File: config.mk
export PLATFORM = sky130hd
export DESIGN_NAME = drt_ctrl
export DESIGN_NICKNAME = d
export VERILOG_FILES = /design/src/rtl/drt_pkg.sv /design/src/rtl/drt_ctrl.sv
export SDC_FILE = /design/constraint.sdc
export NUM_CORES = 1
export LEC_CHECK = 0
export BUFFER_PORTS_ARGS = -buffer_cell sky130_fd_sc_hd__buf_2
export CORE_AREA = 8 8 45 47
export DETAILED_ROUTE_END_ITERATION = 6
export DIE_AREA = 0 0 53 55
export HOLD_SLACK_MARGIN = 0.15
export PLACE_DENSITY = 0.72
export RECOVER_POWER = 100
export REMOVE_ABC_BUFFERS = 1
export SLEW_MARGIN = 20
export SYNTH_ARGS = -nofsm -noshare
export SYNTH_HDL_FRONTEND = slang
export SYNTH_SLANG_ARGS = --single-unit
File: constraint.sdc
create_clock -name clk -period 3.7 [get_ports clk]
set_clock_uncertainty 0.2 [all_clocks]
set_input_delay 0.185 -clock clk [delete_from_list [all_inputs] [get_ports clk]]
set_output_delay 0.185 -clock clk [all_outputs]
set_load 0.01 [all_outputs]
File: src/rtl/drt_pkg.sv
// shared types, constants and rectangle helpers for the layer dirty rectangle tracker
// no dependencies; every other file imports this package
package drt_pkg;

  localparam int MAX_LAYERS   = 8;
  localparam int COORD_BITS   = 16;
  localparam int LAYER_IDX_W  = 3;
  localparam int VIS_W        = 8;
  localparam int LCOUNT_W     = 4;
  localparam int CFG_IDX_W    = 2;
  localparam int CFG_DATA_W   = 16;
  localparam int PTR_W        = (MAX_LAYERS > 1) ? $clog2(MAX_LAYERS) : 1;
  localparam int CNT_W        = ($clog2(MAX_LAYERS + 1) > LCOUNT_W) ?
                                $clog2(MAX_LAYERS + 1) : LCOUNT_W;
  localparam int AREA_W       = 2 * COORD_BITS;

  typedef logic [COORD_BITS-1:0] coord_t;
  typedef logic [PTR_W-1:0]      ptr_t;

  typedef struct packed {
    coord_t x;
    coord_t y;
    coord_t w;
    coord_t h;
  } rect_t;

  typedef enum logic [1:0] {
    OP_MARK    = 2'd0,
    OP_MARK_TR = 2'd1,
    OP_EVAL    = 2'd2,
    OP_CLEAR   = 2'd3
  } op_t;

  typedef enum logic [CFG_IDX_W-1:0] {
    CFG_LAYER_COUNT  = 2'd0,
    CFG_VISIBLE_MASK = 2'd1,
    CFG_SCREEN_W     = 2'd2,
    CFG_SCREEN_H     = 2'd3
  } cfg_reg_t;

  typedef enum logic [2:0] {
    ST_IDLE,
    ST_DECODE,
    ST_MARK,
    ST_EVAL,
    ST_AREA,
    ST_FRAME,
    ST_CMP,
    ST_DONE
  } state_t;

  // controller to datapath
  typedef struct packed {
    logic load;
    logic clr_acc;
    logic clr_all;
    logic mark_step;
    logic mark_force;
    logic eval_step;
    logic mul_area;
    logic mul_frame;
    logic set_scissor;
    logic capture;
    ptr_t ptr;
  } drt_cmd_t;

  // datapath to controller
  typedef struct packed {
    op_t  op;
    logic mark_ok;
    ptr_t target;
  } drt_status_t;

  function automatic logic rect_empty(rect_t r);
    return (r.w == '0) || (r.h == '0);
  endfunction

  // bounding-box union, right and bottom edges clamp at the coordinate limit
  function automatic rect_t rect_union(rect_t dst, rect_t src);
    rect_t            res;
    logic [COORD_BITS:0] edge_dr;
    logic [COORD_BITS:0] edge_sr;
    logic [COORD_BITS:0] edge_db;
    logic [COORD_BITS:0] edge_sb;
    logic [COORD_BITS:0] rmax;
    logic [COORD_BITS:0] bmax;
    coord_t           l;
    coord_t           t;
    coord_t           rc;
    coord_t           bc;
    edge_dr = {1'b0, dst.x} + {1'b0, dst.w};
    edge_sr = {1'b0, src.x} + {1'b0, src.w};
    edge_db = {1'b0, dst.y} + {1'b0, dst.h};
    edge_sb = {1'b0, src.y} + {1'b0, src.h};
    rmax    = (edge_sr > edge_dr) ? edge_sr : edge_dr;
    bmax    = (edge_sb > edge_db) ? edge_sb : edge_db;
    rc      = rmax[COORD_BITS] ? '1 : rmax[COORD_BITS-1:0];
    bc      = bmax[COORD_BITS] ? '1 : bmax[COORD_BITS-1:0];
    l       = (dst.x < src.x) ? dst.x : src.x;
    t       = (dst.y < src.y) ? dst.y : src.y;
    res.x   = l;
    res.y   = t;
    res.w   = (rc > l) ? (rc - l) : '0;
    res.h   = (bc > t) ? (bc - t) : '0;
    if (rect_empty(src)) begin
      res = dst;
    end else if (rect_empty(dst)) begin
      res = src;
    end
    return res;
  endfunction

endpackage

File: src/rtl/drt_ctrl.sv
// sequencing state machine of the layer dirty rectangle tracker
// depends on drt_pkg; drives drt_datapath through drt_cmd_t
module drt_ctrl
  import drt_pkg::*;
(
  input  logic        clk,
  input  logic        rst,
  input  logic        in_valid,
  output logic        in_ready,
  output logic        out_valid,
  input  logic        out_ready,
  input  drt_status_t status,
  output drt_cmd_t    cmd
);

  state_t state;
  state_t state_next;
  ptr_t   ptr;
  ptr_t   ptr_next;
  logic   out_free;
  logic   ptr_at_target;
  logic   ptr_at_last;

  assign out_free      = !out_valid || out_ready;
  assign ptr_at_target = (ptr == status.target);
  assign ptr_at_last   = (ptr == PTR_W'(MAX_LAYERS - 1));

  always_ff @(posedge clk) begin
    if (rst) begin
      state <= ST_IDLE;
      ptr   <= '0;
    end else begin
      state <= state_next;
      ptr   <= ptr_next;
    end
  end

  always_comb begin
    state_next = state;
    ptr_next   = ptr;
    unique case (state)
      ST_IDLE: begin
        if (in_valid) state_next = ST_DECODE;
      end
      ST_DECODE: begin
        unique case (status.op)
          OP_MARK, OP_MARK_TR: begin
            state_next = status.mark_ok ? ST_MARK : ST_DONE;
            ptr_next   = (status.op == OP_MARK) ? status.target : '0;
          end
          OP_EVAL: begin
            state_next = ST_EVAL;
            ptr_next   = '0;
          end
          OP_CLEAR: state_next = ST_DONE;
          default:  state_next = ST_DONE;
        endcase
      end
      ST_MARK: begin
        ptr_next = ptr + 1'b1;
        if (ptr_at_target) state_next = ST_DONE;
      end
      ST_EVAL: begin
        ptr_next = ptr + 1'b1;
        if (ptr_at_last) state_next = ST_AREA;
      end
      ST_AREA:  state_next = ST_FRAME;
      ST_FRAME: state_next = ST_CMP;
      ST_CMP:   state_next = ST_DONE;
      ST_DONE: begin
        if (out_free) state_next = ST_IDLE;
      end
      default: state_next = ST_IDLE;
    endcase
  end

  always_comb begin
    cmd      = '0;
    cmd.ptr  = ptr;
    in_ready = 1'b0;
    unique case (state)
      ST_IDLE: begin
        in_ready = 1'b1;
        cmd.load = in_valid;
      end
      ST_DECODE: begin
        cmd.clr_acc = (status.op == OP_EVAL);
        cmd.clr_all = (status.op == OP_CLEAR);
      end
      ST_MARK: begin
        cmd.mark_step  = 1'b1;
        cmd.mark_force = ptr_at_target;
      end
      ST_EVAL:  cmd.eval_step   = 1'b1;
      ST_AREA:  cmd.mul_area    = 1'b1;
      ST_FRAME: cmd.mul_frame   = 1'b1;
      ST_CMP:   cmd.set_scissor = 1'b1;
      ST_DONE:  cmd.capture     = out_free;
      default: ;
    endcase
  end

  always_ff @(posedge clk) begin
    if (rst) begin
      out_valid <= 1'b0;
    end else if (cmd.capture) begin
      out_valid <= 1'b1;
    end else if (out_ready) begin
      out_valid <= 1'b0;
    end
  end

endmodule

* Word level (Yosys, flattened, before mapping)
Index checks and enable logic that the tools add are counted.
** Word-level totals
- Flip-flop bits (word level) :: 7
- Logic and storage cells :: 52
- Input bits :: 10
- Output and inout bits :: 15
** Cells by class
- Reduce and logical (&&, ||, !) cells :: 10
- $add $sub $neg :: 1
- Equal/unequal tests :: 17
- Muxes and demuxes :: 21
** Operators by type and width (count)
- $pmux 3 s8 :: 1
- $mux 3 :: 6
- $eq 3x3->1 const B :: 5
- $pmux 3 s2 :: 2
- $mux 1 :: 9
- $pmux 3 s3 :: 1
- $ne 2x2->1 const B :: 4
- $eq 3x2->1 const B :: 2
- $eq 2x2->1 const B :: 2
- $mux 2 :: 2
- $reduce_and 4->1 :: 1
- $reduce_bool 2->1 :: 2
- $reduce_or 2->1 :: 2
- $add 3x1->3 const B :: 1
- $eq 3x1->1 const B :: 1
- $eq 3x3->1 :: 1
- $logic_not 3->1 :: 1
- $ne 3x2->1 const B :: 1
- $eq 2x1->1 const B :: 1
- $logic_not 2->1 :: 1
- $reduce_and 2->1 :: 1
- $logic_not 1->1 :: 1
- $logic_or 1x1->1 :: 1

* Longest topological paths before layout
- Depth in word-level cells :: 4
- Gate-level depth with buffers :: 6
- Gate-level depth less buffers :: 6

* Worst setup path before layout
Ideal clock, no wire load.
- Kind :: reg2reg
- Start point :: register ptr[0]
- End point :: register state[2]
- Required time :: 3.413 ns
- Setup slack :: 2.131 ns
- Setup time :: 0.087 ns
- Cell stages (with the launch flop) :: 7
- Clock period less this slack :: 1.569 ns
- Path buffers :: 0
- Arrival :: 1.282 ns
- Path through :: dfxtp_1 > ha_1 > ha_1 > nor2b_1 > o22ai_1 > a211o_1 > o31ai_1
** Between the ends
- Word-level cells in the longest chain between the ends :: 3
- Elaborated cells between the ends (all ways) :: 5
- Those cells by class :: eq/ne: 4; reduce/logical: 1
** Ends and longest elaborated chain
- start, declared :: line drt_ctrl.sv:18 : ptr_t ptr;
- start signal, assigned :: line drt_ctrl.sv:34 : ptr <= ptr_next;
- $eq 3x3->1 (on tied branches) :: line drt_ctrl.sv:26, drt_ctrl.sv:25
- $ne 2x2->1 (no source line)
- $reduce_and 4->1 (no source line) (*)
- end signal, assigned :: line drt_ctrl.sv:33 : state <= state_next;
- end, declared :: line drt_ctrl.sv:16 : state_t state;
Every way passes the cells marked *; elsewhere a longest branch is shown, timed or not.
A chain may end at the register's enable or synchronous reset.

* Final worst setup path
- Start point :: register state[2]
- End point :: register ptr[2]
** Between the ends
- Word-level cells in the longest chain between the ends :: 4
- Elaborated cells between the ends (all ways) :: 8
- Those cells by class :: eq/ne: 4; mux: 1; reduce/logical: 3
** Ends and longest elaborated chain
- $eq 3x2->1 :: line drt_ctrl.sv:41 : unique case (state)
- $reduce_or 2->1 (no source line)
- $reduce_bool 2->1 (no source line)
- $reduce_and 2->1 (no source line)
Parallel ways exist; a longest one is shown, timed or not.

==> key figures <==
Drt
  • DRT Wirelength: 1500 um
  • Remaining DRCs: 0
  • Vias per cell: 5.16
  • DR iter-0 viols: 9
  • WL/cell: 12.9 um
  • Via Count: 598
  • 1st-pass router iterations: 4
  • Final antenna-violating net count: 0

STA
  • Setup violations, final: 0
  • Worst Max-Slew Pin Slew: 0.516 ns
  • Hold Violations, Final: 0
  • Tmin final: 2.23 ns
  • Fin crit share: 60.1%
  • Total negative slack: 0 ns
  • Slew HR: 65.6%
  • Fmax achieved: 0.449 GHz
  • Setup ws final: 1.47 ns
  • Max-slew violation count: 0
  • RSZ-0062 raised after global routing: false
  • Final hold slack: 0.149 ns

Logic synthesis
  • Warnings from Yosys: 0
  • Flops & latches, synth: 7
  • Avg Inst Size Synth: 7.97 um2
  • Mapped cell area: 558 um2
  • Synth unique cells: 33
  • Mapped Cells: 70
  • Register area share after synthesis: 25.1%

Placed design
  • Post-placement cell count: 106
  • Port-buffer cells: 24
  • GPL Wtd Cong: 0.744
  • Hpwl dp: 1130 um
  • Pre-CTS setup slack: 2.06 ns

CTS
  • Cts bufs inserted: 3
  • Clock sinks: 7
  • Postcts setup bufs: 0
  • Max H-tree Level: 1
  • CTS clk-pin slew, worst paths: 0.06 ns
  • Post-CTS sizing: 0
  • CTS tree: done
  • CTS Buffer Depth: 2
  • Worst-skew pair later-pin latency: 0.24 ns
  • Root buffer cell: clkbuf_4
  • Hold_buf cts: 6

Critical path
  • Worst EP required: 3.69 ns
  • Arrival @ worst endpoint: 2.21 ns
  • WS Path Type: flip-flop to flip-flop
  • Reg2Reg Depth: 5
  • CP endpoint kind: flip-flop
  • CP startpoint kind: flip-flop
  • Worst-path fanout max: 16

Pwr
  • Leak: 0.000309 uW
  • PwrDens: 456 nW/um2
  • Max IR drop VDD: 0.300 mV

Floorplanning
  • Die height: 55 um
  • DIE AREA: 2920 um2
  • Num ports: 25
  • Core ar.: 1380 um2
  • Initial Util: 40.3%
  • Site Rows: 14
  • Die X: 53 um

Min path
  • Worst min-delay path class: input pin to flip-flop
  • Cell depth of the worst hold path: 3

Run status
  • Outcome: complete, no violations

Finish
  • Post-route insts no fill: 116
  • # nets final: 113
  • Diode count: 0
  • Share of layout cells above drive strength 1: 16.0%
  • P&R area growth vs syn: 32.1%

Job
  • Max Cap Viol: 0

Global routing
  • Largest net degree at the start of global routing: 17
  • Total GRT Usage: 10.6%
  • Initial antenna violation count: 0
  • Global-route wire length before repair: 2410 um
  • GRT overflow: 0
  • Vias in the first global route: 583
-- per-stage QoR --
stage	area, um2	util [%]	total power [uW]
2_1_floorplan	538	-	220
3_3_place_gp	678	49.0	268
3_5_place_dp	678	49.0	269
4_1_cts	764	55.2	348
5_1_grt	737	53.3	368
6_report	737	53.3	336
-- synthesized netlist by cell type (all sizes together) --
cell	instances	area (um2)
a21bo	1	10.0
nand2	1	3.75
nor2b	4	27.5
nor4b	1	8.76
xnor2	3	26.3
a211o	3	26.3
inv	4	15.0
clkbuf	1	3.75
o2111ai	1	8.76
nor3b	2	15.0
a21o	1	7.51
or3b	1	11.3
a21oi	3	26.3
nand3	4	20.0
buf	3	16.3
nand2b	2	12.5
a311oi	1	8.76
ha	2	25.0
a211oi	3	22.5
nor2	8	30.0
nor3	4	20.0
and2	3	18.8
dfxtp	7	140
o22ai	1	6.26
o31ai	1	7.51
and3	1	6.26
a31oi	2	18.8
a22oi	2	15.0
-- per-layer routing --
| layer | share of wire, % | vias to the layer above | GRT usage (%) |
|---|---|---|---|
| met5 | 0 | - | 0 |
| met4 | 0.87 | 0 | 2.59 |
| met3 | 8.8 | 2 | 3.48 |
| met2 | 43 | 21 | 17.4 |
| met1 | 47 | 260 | 13.1 |
| li1 | - | 315 | - |
-- sequential cells by signal, indices dropped and copies added (netlist names) --
name and count:
ptr 3, state 3, out_valid 1
-- layout by cell type (no fill, tap or decap), drive strengths merged, types with 2 or more instances in the layout --
cell type    instances
a211o                3
a211oi               3
a21oi                3
a22oi                2
a31oi                2
and2                 3
buf                 11
clkbuf              17
dfxtp                7
dlygate4sd3          6
ha                   2
inv                  4
nand2b               2
nand3                4
nor2                 8
nor2b                4
nor3                 4
nor3b                2
xnor2                3
-- final cells by class --
type | count | area (um2)
Clock buffer | 4 | 26.3
Fill cell | 140 | 647
Inverter | 4 | 15.0
Multi-Input combinational cell | 55 | 372
Sequential cell | 7 | 140
Tap cell | 16 | 20.0
Timing Repair Buffer | 30 | 164
-- cell families (layout without fill, tap and decap cells) --
| group | count (synthesis) | after routing | synth area share [%] |
|---|---|---|---|
| fa+ha+maj | 2 | 2 | 4.48 |
| flops | 7 | 7 | 25.1 |
| xor+xnor | 3 | 3 | 4.71 |
| buf+inv | 8 | 38 | 6.28 |
| compound gates | 19 | 19 | 28.3 |
| simple gates | 31 | 31 | 31.2 |
-- power breakdown --
group	total (uW)	switching [uW]	leakage [uW]	internal, uW
clock network	70.5	29.2	0.0000150	41.2
registers	124	33.8	0.0000577	90.5
logic	141	72.7	0.000236	68.3
total	336	136	0.000309	200
-- path summary, 6_finish.rpt --
path,start,endpoint,slack (ns)
max,state[2],ptr[2],1.47
max reg2reg,state[2],ptr[2],1.47
min,status[1],ptr[1],0.15
min reg2reg,out_valid,out_valid,0.32
-- critical path, cell delays in order (launching register included) --
cell	delay (ns)
dfxtp_1	0.64
nor2b_1	0.18
nor3_1	0.24
a22oi_1	0.10
a211oi_1	0.23
dlygate4sd3_1	0.57
(Power assumes the default switching activity.)
