File: config.mk
export PLATFORM = sky130hd
export DESIGN_NAME = drt_datapath
export DESIGN_NICKNAME = d
export VERILOG_FILES = /design/src/rtl/drt_pkg.sv /design/src/rtl/drt_datapath.sv
export SDC_FILE = /design/constraint.sdc
export NUM_CORES = 2
export LEC_CHECK = 0
export BUFFER_PORTS_ARGS = -buffer_cell sky130_fd_sc_hd__buf_2
export CORE_ASPECT_RATIO = 0.7
export CORE_UTILIZATION = 45
export CTS_CLUSTER_SIZE = 24
export DETAILED_ROUTE_END_ITERATION = 8
export GPL_ROUTABILITY_DRIVEN = 0
export PLACE_DENSITY = 0.73
export SYNTH_ARGS = -nofsm -noshare
export SYNTH_HDL_FRONTEND = slang
export SYNTH_SLANG_ARGS = --single-unit
File: constraint.sdc
create_clock -name clk -period 14.7 [get_ports clk]
set_clock_uncertainty 0.2 [all_clocks]
set_input_delay 0.735 -clock clk [delete_from_list [all_inputs] [get_ports clk]]
set_output_delay 0.735 -clock clk [all_outputs]
set_load 0.01 [all_outputs]
File: src/rtl/drt_pkg.sv
// shared types, constants and rectangle helpers for the layer dirty rectangle tracker
// no dependencies; every other file imports this package
package drt_pkg;

  localparam int MAX_LAYERS   = 8;
  localparam int COORD_BITS   = 16;
  localparam int LAYER_IDX_W  = 3;
  localparam int VIS_W        = 8;
  localparam int LCOUNT_W     = 4;
  localparam int CFG_IDX_W    = 2;
  localparam int CFG_DATA_W   = 16;
  localparam int PTR_W        = (MAX_LAYERS > 1) ? $clog2(MAX_LAYERS) : 1;
  localparam int CNT_W        = ($clog2(MAX_LAYERS + 1) > LCOUNT_W) ?
                                $clog2(MAX_LAYERS + 1) : LCOUNT_W;
  localparam int AREA_W       = 2 * COORD_BITS;

  typedef logic [COORD_BITS-1:0] coord_t;
  typedef logic [PTR_W-1:0]      ptr_t;

  typedef struct packed {
    coord_t x;
    coord_t y;
    coord_t w;
    coord_t h;
  } rect_t;

  typedef enum logic [1:0] {
    OP_MARK    = 2'd0,
    OP_MARK_TR = 2'd1,
    OP_EVAL    = 2'd2,
    OP_CLEAR   = 2'd3
  } op_t;

  typedef enum logic [CFG_IDX_W-1:0] {
    CFG_LAYER_COUNT  = 2'd0,
    CFG_VISIBLE_MASK = 2'd1,
    CFG_SCREEN_W     = 2'd2,
    CFG_SCREEN_H     = 2'd3
  } cfg_reg_t;

  typedef enum logic [2:0] {
    ST_IDLE,
    ST_DECODE,
    ST_MARK,
    ST_EVAL,
    ST_AREA,
    ST_FRAME,
    ST_CMP,
    ST_DONE
  } state_t;

  // controller to datapath
  typedef struct packed {
    logic load;
    logic clr_acc;
    logic clr_all;
    logic mark_step;
    logic mark_force;
    logic eval_step;
    logic mul_area;
    logic mul_frame;
    logic set_scissor;
    logic capture;
    ptr_t ptr;
  } drt_cmd_t;

  // datapath to controller
  typedef struct packed {
    op_t  op;
    logic mark_ok;
    ptr_t target;
  } drt_status_t;

  function automatic logic rect_empty(rect_t r);
    return (r.w == '0) || (r.h == '0);
  endfunction

  // bounding-box union, right and bottom edges clamp at the coordinate limit
  function automatic rect_t rect_union(rect_t dst, rect_t src);
    rect_t            res;
    logic [COORD_BITS:0] edge_dr;
    logic [COORD_BITS:0] edge_sr;
    logic [COORD_BITS:0] edge_db;
    logic [COORD_BITS:0] edge_sb;
    logic [COORD_BITS:0] rmax;
    logic [COORD_BITS:0] bmax;
    coord_t           l;
    coord_t           t;
    coord_t           rc;
    coord_t           bc;
    edge_dr = {1'b0, dst.x} + {1'b0, dst.w};
    edge_sr = {1'b0, src.x} + {1'b0, src.w};
    edge_db = {1'b0, dst.y} + {1'b0, dst.h};
    edge_sb = {1'b0, src.y} + {1'b0, src.h};
    rmax    = (edge_sr > edge_dr) ? edge_sr : edge_dr;
    bmax    = (edge_sb > edge_db) ? edge_sb : edge_db;
    rc      = rmax[COORD_BITS] ? '1 : rmax[COORD_BITS-1:0];
    bc      = bmax[COORD_BITS] ? '1 : bmax[COORD_BITS-1:0];
    l       = (dst.x < src.x) ? dst.x : src.x;
    t       = (dst.y < src.y) ? dst.y : src.y;
    res.x   = l;
    res.y   = t;
    res.w   = (rc > l) ? (rc - l) : '0;
    res.h   = (bc > t) ? (bc - t) : '0;
    if (rect_empty(src)) begin
      res = dst;
    end else if (rect_empty(dst)) begin
      res = src;
    end
    return res;
  endfunction

endpackage

File: src/rtl/drt_datapath.sv
// configuration, layer rectangle store, union unit, area multiplier and result register
// depends on drt_pkg; commanded by drt_ctrl
module drt_datapath
  import drt_pkg::*;
(
  input  logic                   clk,
  input  logic                   rst,
  input  logic                   cfg_we,
  input  logic [CFG_IDX_W-1:0]   cfg_index,
  input  logic [CFG_DATA_W-1:0]  cfg_data,
  input  logic [1:0]             opcode,
  input  logic [LAYER_IDX_W-1:0] layer_index,
  input  coord_t                 rect_x,
  input  coord_t                 rect_y,
  input  coord_t                 rect_width,
  input  coord_t                 rect_height,
  input  drt_cmd_t               cmd,
  output drt_status_t            status,
  output logic                   accepted,
  output coord_t                 merged_x,
  output coord_t                 merged_y,
  output coord_t                 merged_width,
  output coord_t                 merged_height,
  output logic                   use_scissor
);

  logic [LCOUNT_W-1:0]    layer_count;
  logic [VIS_W-1:0]       visible_mask;
  coord_t                 screen_width;
  coord_t                 screen_height;

  op_t                    item_op;
  logic [LAYER_IDX_W-1:0] item_idx;
  rect_t                  item_rect;

  rect_t                  layer_rects [MAX_LAYERS];
  rect_t                  merged_rect;
  logic                   scissor_flag;
  logic [AREA_W-1:0]      area;
  logic [AREA_W-1:0]      frame;

  logic                   lc_write;
  logic                   wipe;
  logic [CNT_W-1:0]       active_n;
  rect_t                  sel_rect;
  rect_t                  dst_op;
  rect_t                  src_op;
  rect_t                  union_res;
  logic                   layer_we;
  logic [AREA_W+1:0]      frame_x3;
  logic [AREA_W-1:0]      frame_lim;
  logic                   is_mark;

  // config port
  assign lc_write = cfg_we && (cfg_reg_t'(cfg_index) == CFG_LAYER_COUNT);
  assign wipe     = lc_write || cmd.clr_all;

  always_ff @(posedge clk) begin
    if (rst) begin
      layer_count   <= LCOUNT_W'(3);
      visible_mask  <= '0;
      screen_width  <= COORD_BITS'(640);
      screen_height <= COORD_BITS'(480);
    end else if (cfg_we) begin
      unique case (cfg_reg_t'(cfg_index))
        CFG_LAYER_COUNT:  layer_count   <= cfg_data[LCOUNT_W-1:0];
        CFG_VISIBLE_MASK: visible_mask  <= cfg_data[VIS_W-1:0];
        CFG_SCREEN_W:     screen_width  <= cfg_data[COORD_BITS-1:0];
        CFG_SCREEN_H:     screen_height <= cfg_data[COORD_BITS-1:0];
        default: ;
      endcase
    end
  end

  // item latch
  always_ff @(posedge clk) begin
    if (cmd.load) begin
      item_op     <= op_t'(opcode);
      item_idx    <= layer_index;
      item_rect.x <= rect_x;
      item_rect.y <= rect_y;
      item_rect.w <= rect_width;
      item_rect.h <= rect_height;
    end
  end

  assign active_n = (CNT_W'(layer_count) < CNT_W'(MAX_LAYERS)) ?
                    CNT_W'(layer_count) : CNT_W'(MAX_LAYERS);
  assign is_mark  = (item_op == OP_MARK) || (item_op == OP_MARK_TR);

  assign status.op      = item_op;
  assign status.mark_ok = (CNT_W'(item_idx) < active_n) && !rect_empty(item_rect);
  assign status.target  = PTR_W'(item_idx);

  // shared union unit
  assign sel_rect  = layer_rects[cmd.ptr];
  assign dst_op    = cmd.eval_step ? merged_rect : sel_rect;
  assign src_op    = cmd.eval_step ? sel_rect : item_rect;
  assign union_res = rect_union(dst_op, src_op);
  assign layer_we  = cmd.mark_step &&
                     (cmd.mark_force || visible_mask[LAYER_IDX_W'(cmd.ptr)]);

  always_ff @(posedge clk) begin
    if (rst || wipe) begin
      for (int i = 0; i < MAX_LAYERS; i++) begin
        layer_rects[i] <= '0;
      end
    end else if (layer_we) begin
      layer_rects[cmd.ptr] <= union_res;
    end
  end

  always_ff @(posedge clk) begin
    if (rst || wipe || cmd.clr_acc) begin
      merged_rect <= '0;
    end else if (cmd.eval_step) begin
      merged_rect <= union_res;
    end
  end

  // scissor decision: non-empty merged area <= 3/4 of the frame, both products exact
  always_ff @(posedge clk) begin
    if (cmd.mul_area) begin
      area <= AREA_W'(merged_rect.w) * AREA_W'(merged_rect.h);
    end
    if (cmd.mul_frame) begin
      frame <= AREA_W'(screen_width) * AREA_W'(screen_height);
    end
  end

  assign frame_x3  = {2'b00, frame} + {1'b0, frame, 1'b0};
  assign frame_lim = frame_x3[AREA_W+1:2];

  always_ff @(posedge clk) begin
    if (rst || wipe) begin
      scissor_flag <= 1'b0;
    end else if (cmd.set_scissor) begin
      scissor_flag <= !rect_empty(merged_rect) && (area <= frame_lim);
    end
  end

  // result register
  always_ff @(posedge clk) begin
    if (cmd.capture) begin
      accepted      <= !(is_mark && !status.mark_ok);
      merged_x      <= merged_rect.x;
      merged_y      <= merged_rect.y;
      merged_width  <= merged_rect.w;
      merged_height <= merged_rect.h;
      use_scissor   <= scissor_flag;
    end
  end

endmodule
== After elaboration in Yosys (flattened, before gate mapping) ==
Memory sizes are Yosys's and may differ from the RTL's.
Index checks and enable logic that the tools add are counted.

* Add/subtract/negate cells: 7
* Mux-type cells: 23
* Reductions and logical operators: 33
* Magnitude comparators: 10
* Equal/unequal tests: 4
* Multiply operators: 2

{| class="wikitable"
|+ Operators with widths
! cell !! count
|-
| $mux W64 || 5
|-
| $logic_not A16 Y1 || 8
|-
| $mux W16 || 6
|-
| $add A16 B16 Y17 || 4
|-
| $mul A16 B16 Y32 || 2
|-
| $reduce_or A64 Y1 || 1
|-
| $add A32 B33 Y34 || 1
|-
| $gt A17 B17 Y1 || 2
|-
| $mux W17 || 2
|-
| $gt A16 B16 Y1 || 2
|-
| $le A32 B32 Y1 || 1
|-
| $lt A16 B16 Y1 || 2
|-
| $sub A16 B16 Y16 || 2
|-
| $logic_or A1 B1 Y1 || 9
|-
| $reduce_and A2 Y1 || 4
|-
| $mux W1 || 7
|-
| $logic_and A1 B1 Y1 || 5
|-
| $eq A2 B1 Y1 const B || 2
|-
| $eq A2 B2 Y1 const B || 2
|-
| $logic_not A1 Y1 || 4
|-
| $logic_not A2 Y1 || 2
|-
| $lt A3 B4 Y1 || 1
|-
| $lt A3 B4 Y1 const B || 1
|-
| $lt A4 B4 Y1 const B || 1
|-
| 3 further kinds || 3
|}

* Word-level logic and storage cells: 103
* Output and inout port bits: 72
* Input bits: 103
* Register bits: 308
* Memories: 1
* Memory bits (writable): 512

{| class="wikitable"
|+ Memory list
! memory !! words !! width !! rd ports !! clocked after Yosys merged registers in !! wr ports !! line !! text
|-
| layer_rects || 8 || 64 || 1 || 0 || 8 || drt_datapath.sv:36 || <nowiki>rect_t layer_rects [MAX_LAYERS];</nowiki>
|}

== Longest topological paths before layout ==
An unclocked memory read counts as a cell.

* Depth after elaboration: 11
* Depth in mapped cells: 45
* Gate-level depth less buffers: 38

== Worst setup path after synthesis ==
No wires, ideal clock.

* Kind: input port to flip-flop
* Start: in cmd[2] in the netlist's numbering
* End: mem layer_rects[0][21] in the netlist's numbering (data pin)
* Required time: 14.228 ns
* Path slack: 4.508 ns
* Buffers on the path: 7
* Arrival time: 9.720 ns
* Stages on the path: 39
* Setup time: 0.272 ns
* Path through: clkbuf_1 -> buf_2 -> buf_2 -> clkbuf_1 -> buf_1 -> mux4_2 -> a21oi_1 -> a21oi_1 -> ha_1 -> a21o_1 -> a21oi_1 -> o21bai_1 -> a21o_1 -> a21oi_1 -> inv_1 -> a41o_1 -> xor2_1 -> ha_1 -> [... 3 more ...] -> o21ai_0 -> a21o_1 -> a211oi_1 -> mux2_2 -> o21ai_1 -> clkbuf_1 -> o211ai_1 -> ha_1 -> a21o_1 -> a221oi_1 -> o21ai_0 -> o41ai_1 -> a21o_1 -> clkbuf_1 -> nor2_1 -> mux2_2 -> mux2i_1 -> nor2_1

{| class="wikitable"
|+ RTL lines
! element !! line !! text
|-
| start: declaration || drt_datapath.sv:17 || <nowiki>input drt_cmd_t cmd,</nowiki>
|-
| end: declaration || drt_datapath.sv:36 ||
|}

==> key figures <==
Floorplanning
  – Initial Util: a little under half
  – Row cnt: between 100 and 150
  – Die area: 134000 um^2
  – Die Y: around 310 um
  – Core area: around 130000 um^2
  – Die Wd: roughly 440 um
  – I/O Pins: 175

Yosys
  – Top_reg_cell synth: edfxtp_1
  – Cell count after synthesis: 5749
  – Largest cells by area after synthesis: edfxtp_1 36%, fa_1 13%, ha_1 9.1%
  – Asr flop ratio synth: 0%
  – Yosys top cell by area: edfxtp_1
  – Post-synthesis sequential area ratio: approximately two fifths
  – Syn Nets: around 6700
  – Synth warn: 0
  – Share of the synthesized area in the top cell type: a little over a third
  – #FFs+latches synth: 820
  – Post-synth cell types: 95
  – Mean Syn Cell Area: 10.4 um^2
  – Mapped Area: a little under 60000 um^2
  – Number of synthesized flops with an enable pin: slightly above 700

Outcome
  – Status: complete, but fails checks
  – Violated checks: design-rule violations

Critical path
  – Crit path largest cell delay: 0.90 ns
  – Reg2Reg Depth: 33
  – Critical Path Fanout Max: 41
  – CP required: about 15 ns
  – Setup crit start kind: primary input
  – Slowest CP cell: o21ai_1
  – Crit end category: register
  – Kind of critical path: in2reg
  – Critical Path AT: around 12 ns

Power and ir drop
  – Leakage power: roughly 28 nW
  – PD cells: 130 nW/um^2
  – Peak supply drop: between 100 and 150 uV

Routing
  – DRT iter0 DRCs: slightly above 6000
  – Drt first pass iters: 8
  – Wire per inst: 24.7 um
  – Vias after detailed routing: between 40000 and 50000
  – # DRC: 36
  – Via/cell ratio: approximately 6
  – Post-Route WL: between 150000 and 200000 um
  – Post-route ant nets: 0

Global routing
  – Largest net degree at the start of global routing: 62
  – Vias in the first global route: 45000
  – First-pass GRT wire length: 284000 um
  – Gr ovfl total: 0
  – Initial antenna violation count: 4
  – Gr usage total: between 20% and 30%

Clock network
  – Root Driver: clkbuf_16
  – TritonCTS Buffers: 82
  – Post-CTS Setup Bufs: 0
  – Clock transition at path regs: about 0.07 ns
  – Maximum root-to-sink buffer count: 3
  – Clock latency on the worst-skew pair: slightly above 0.7 ns
  – H-tree depth: 3
  – Clock sinks: between 800 and 900
  – Hold Buf Count CTS: slightly above 40
  – TritonCTS clock tree: built
  – Post_cts resized: 0

STA
  – RSZ-0062 raised after global routing: no
  – Worst slew pin tran: 1.28 ns
  – Peak Freq: around 85 MHz
  – Hold Fails Final Rpt: 0
  – Hold slack final: roughly 0.026 ns
  – Slew headroom: between 10% and 20%
  – Slew Limit Fails: 0
  – Final Setup Violations: 0
  – Setup WS post-layout: approximately 2.9 ns
  – Final Cycle Share: about four fifths
  – Setup TNS: 0 ns
  – Final worst path period need: ~12 ns

Finish
  – Fin util: between 40% and 50%
  – Final #Nets: 6777
  – Layout cells sized above 1: between 10% and 20%
  – Syn-to-layout area delta: 9.95%

Placement
  – Number of port buffers: ~170
  – Dpl ws: 2.92 ns
  – Placed wire-length estimate: roughly 130000 um

Flow run
  – Max-Cap Viols: 0

Hold path
  – Hold path cells: 1
  – Min-delay worst type: in2reg
==> final timing paths <==
kind | startpoint | end | slack [ns]
max | cmd[2] | layer_rects[1][25] | 2.94
min | rect_width[3] | item_rect[19] | 0.03
min reg2reg | merged_rect[39] | merged_y[7] | 0.26
max reg2reg | layer_rects[2][48] | layer_rects[1][25] | 3.94
==> state kept, by name (all words and copies together), names as in the netlist, 2 cells and up <==
name           count
layer_rects      512
item_rect         64
merged_rect       64
area              32
frame             32
merged_height     16
merged_width      16
merged_x          16
merged_y          16
screen_height     16
screen_width      16
visible_mask       8
layer_count        4
item_idx           3
item_op            2
==> power by group <==
group          internal [mW]  total, mW  switching [mW]
combinational           1.24       3.56            2.32
clock                   1.17       2.16           0.996
sequential              2.68       2.77          0.0917
total                   5.08       8.49            3.41
==> layout by cell type (no fill, tap or decap), drive strengths merged, types with 14 or more instances in the layout <==
cell,instances
nor2,840
edfxtp,711
nand2,551
inv,538
ha,433
fa,395
buf,278
a21oi,233
and2,203
o21ai,177
mux2i,149
a21o,110
clkbuf,110
dfxtp,109
xnor2,104
mux2,83
a22oi,75
nand3,59
xor2,55
a221oi,47
nand2b,43
nand4,41
dlygate4sd3,41
nor3,37
nor2b,31
a211oi,31
o21a,30
and3,30
nor4,26
mux4,25
clkinv,23
a31oi,21
o21bai,19
a22o,18
o211ai,18
or3,15
o22ai,15
nand3b,14
==> cell type report <==
type	instances	area, um^2
diodes	2	5.00
clock buffers	110	2240
clock inverters	43	455
fillers	11700	65600
inverters	527	1980
multi-input cells	4096	33000
flip-flops and latches	820	23500
well taps	1751	2190
repair buffers	319	2090
==> worst max-delay path, delay by kind of cell <==
| kind | cells | cell delay, ns |
|---|---|---|
| XOR/XNOR | 1 | 0.23 |
| buffers and inverters | 4 | 1.65 |
| adder cells (fa/ha/maj) | 3 | 1.11 |
| multiplexers | 2 | 0.83 |
| AO/OA/AOI/OAI | 18 | 6.36 |
| AND/OR/NAND/NOR | 7 | 0.98 |
==> cell usage after synthesis, drive strengths merged, types with 15 or more instances <==
| cell type | n |
|---|---|
| a211oi | 31 |
| a21o | 110 |
| a21oi | 233 |
| a221oi | 47 |
| a22o | 18 |
| a22oi | 75 |
| a31oi | 21 |
| and2 | 203 |
| and3 | 30 |
| buf | 54 |
| clkbuf | 252 |
| dfxtp | 109 |
| edfxtp | 711 |
| fa | 395 |
| ha | 433 |
| inv | 527 |
| mux2 | 83 |
| mux2i | 149 |
| mux4 | 25 |
| nand2 | 551 |
| nand2b | 43 |
| nand3 | 59 |
| nand4 | 41 |
| nor2 | 840 |
| nor2b | 31 |
| nor3 | 37 |
| nor4 | 26 |
| o211ai | 18 |
| o21a | 30 |
| o21ai | 177 |
| o21bai | 19 |
| o22ai | 15 |
| or3 | 15 |
| xnor2 | 104 |
| xor2 | 55 |
==> stage by stage <==
step,total power [mW],instances,cell area [um^2]
6_report,8.49,7668,65500
5_1_grt,8.85,7666,65500
4_1_cts,8.37,7666,65500
3_5_place_dp,6.22,7472,62400
3_3_place_gp,6.14,7472,62400
2_1_floorplan,5.21,5749,59600
==> cells by family after synthesis <==
kind of cell	count (synthesis)	share of synthesized area, %
multiplexers	257	5.30
AO/OA/AOI/OAI	916	10.2
flip-flops	820	39.5
adder cells (fa/ha/maj)	828	22.4
XOR/XNOR	159	2.34
buffers and inverters	833	5.42
AND/OR/NAND/NOR	1936	14.8
==> layer usage <==
layer  track usage (%)  vias up  routed length, um
met5                 0        -                 15
met4              10.5        2               8320
met3              8.96      506              28500
met2              39.2     3197              75300
met1              40.5    22300              77400
li1                  -    20000                  -
Power figures use the tool's default switching activity.
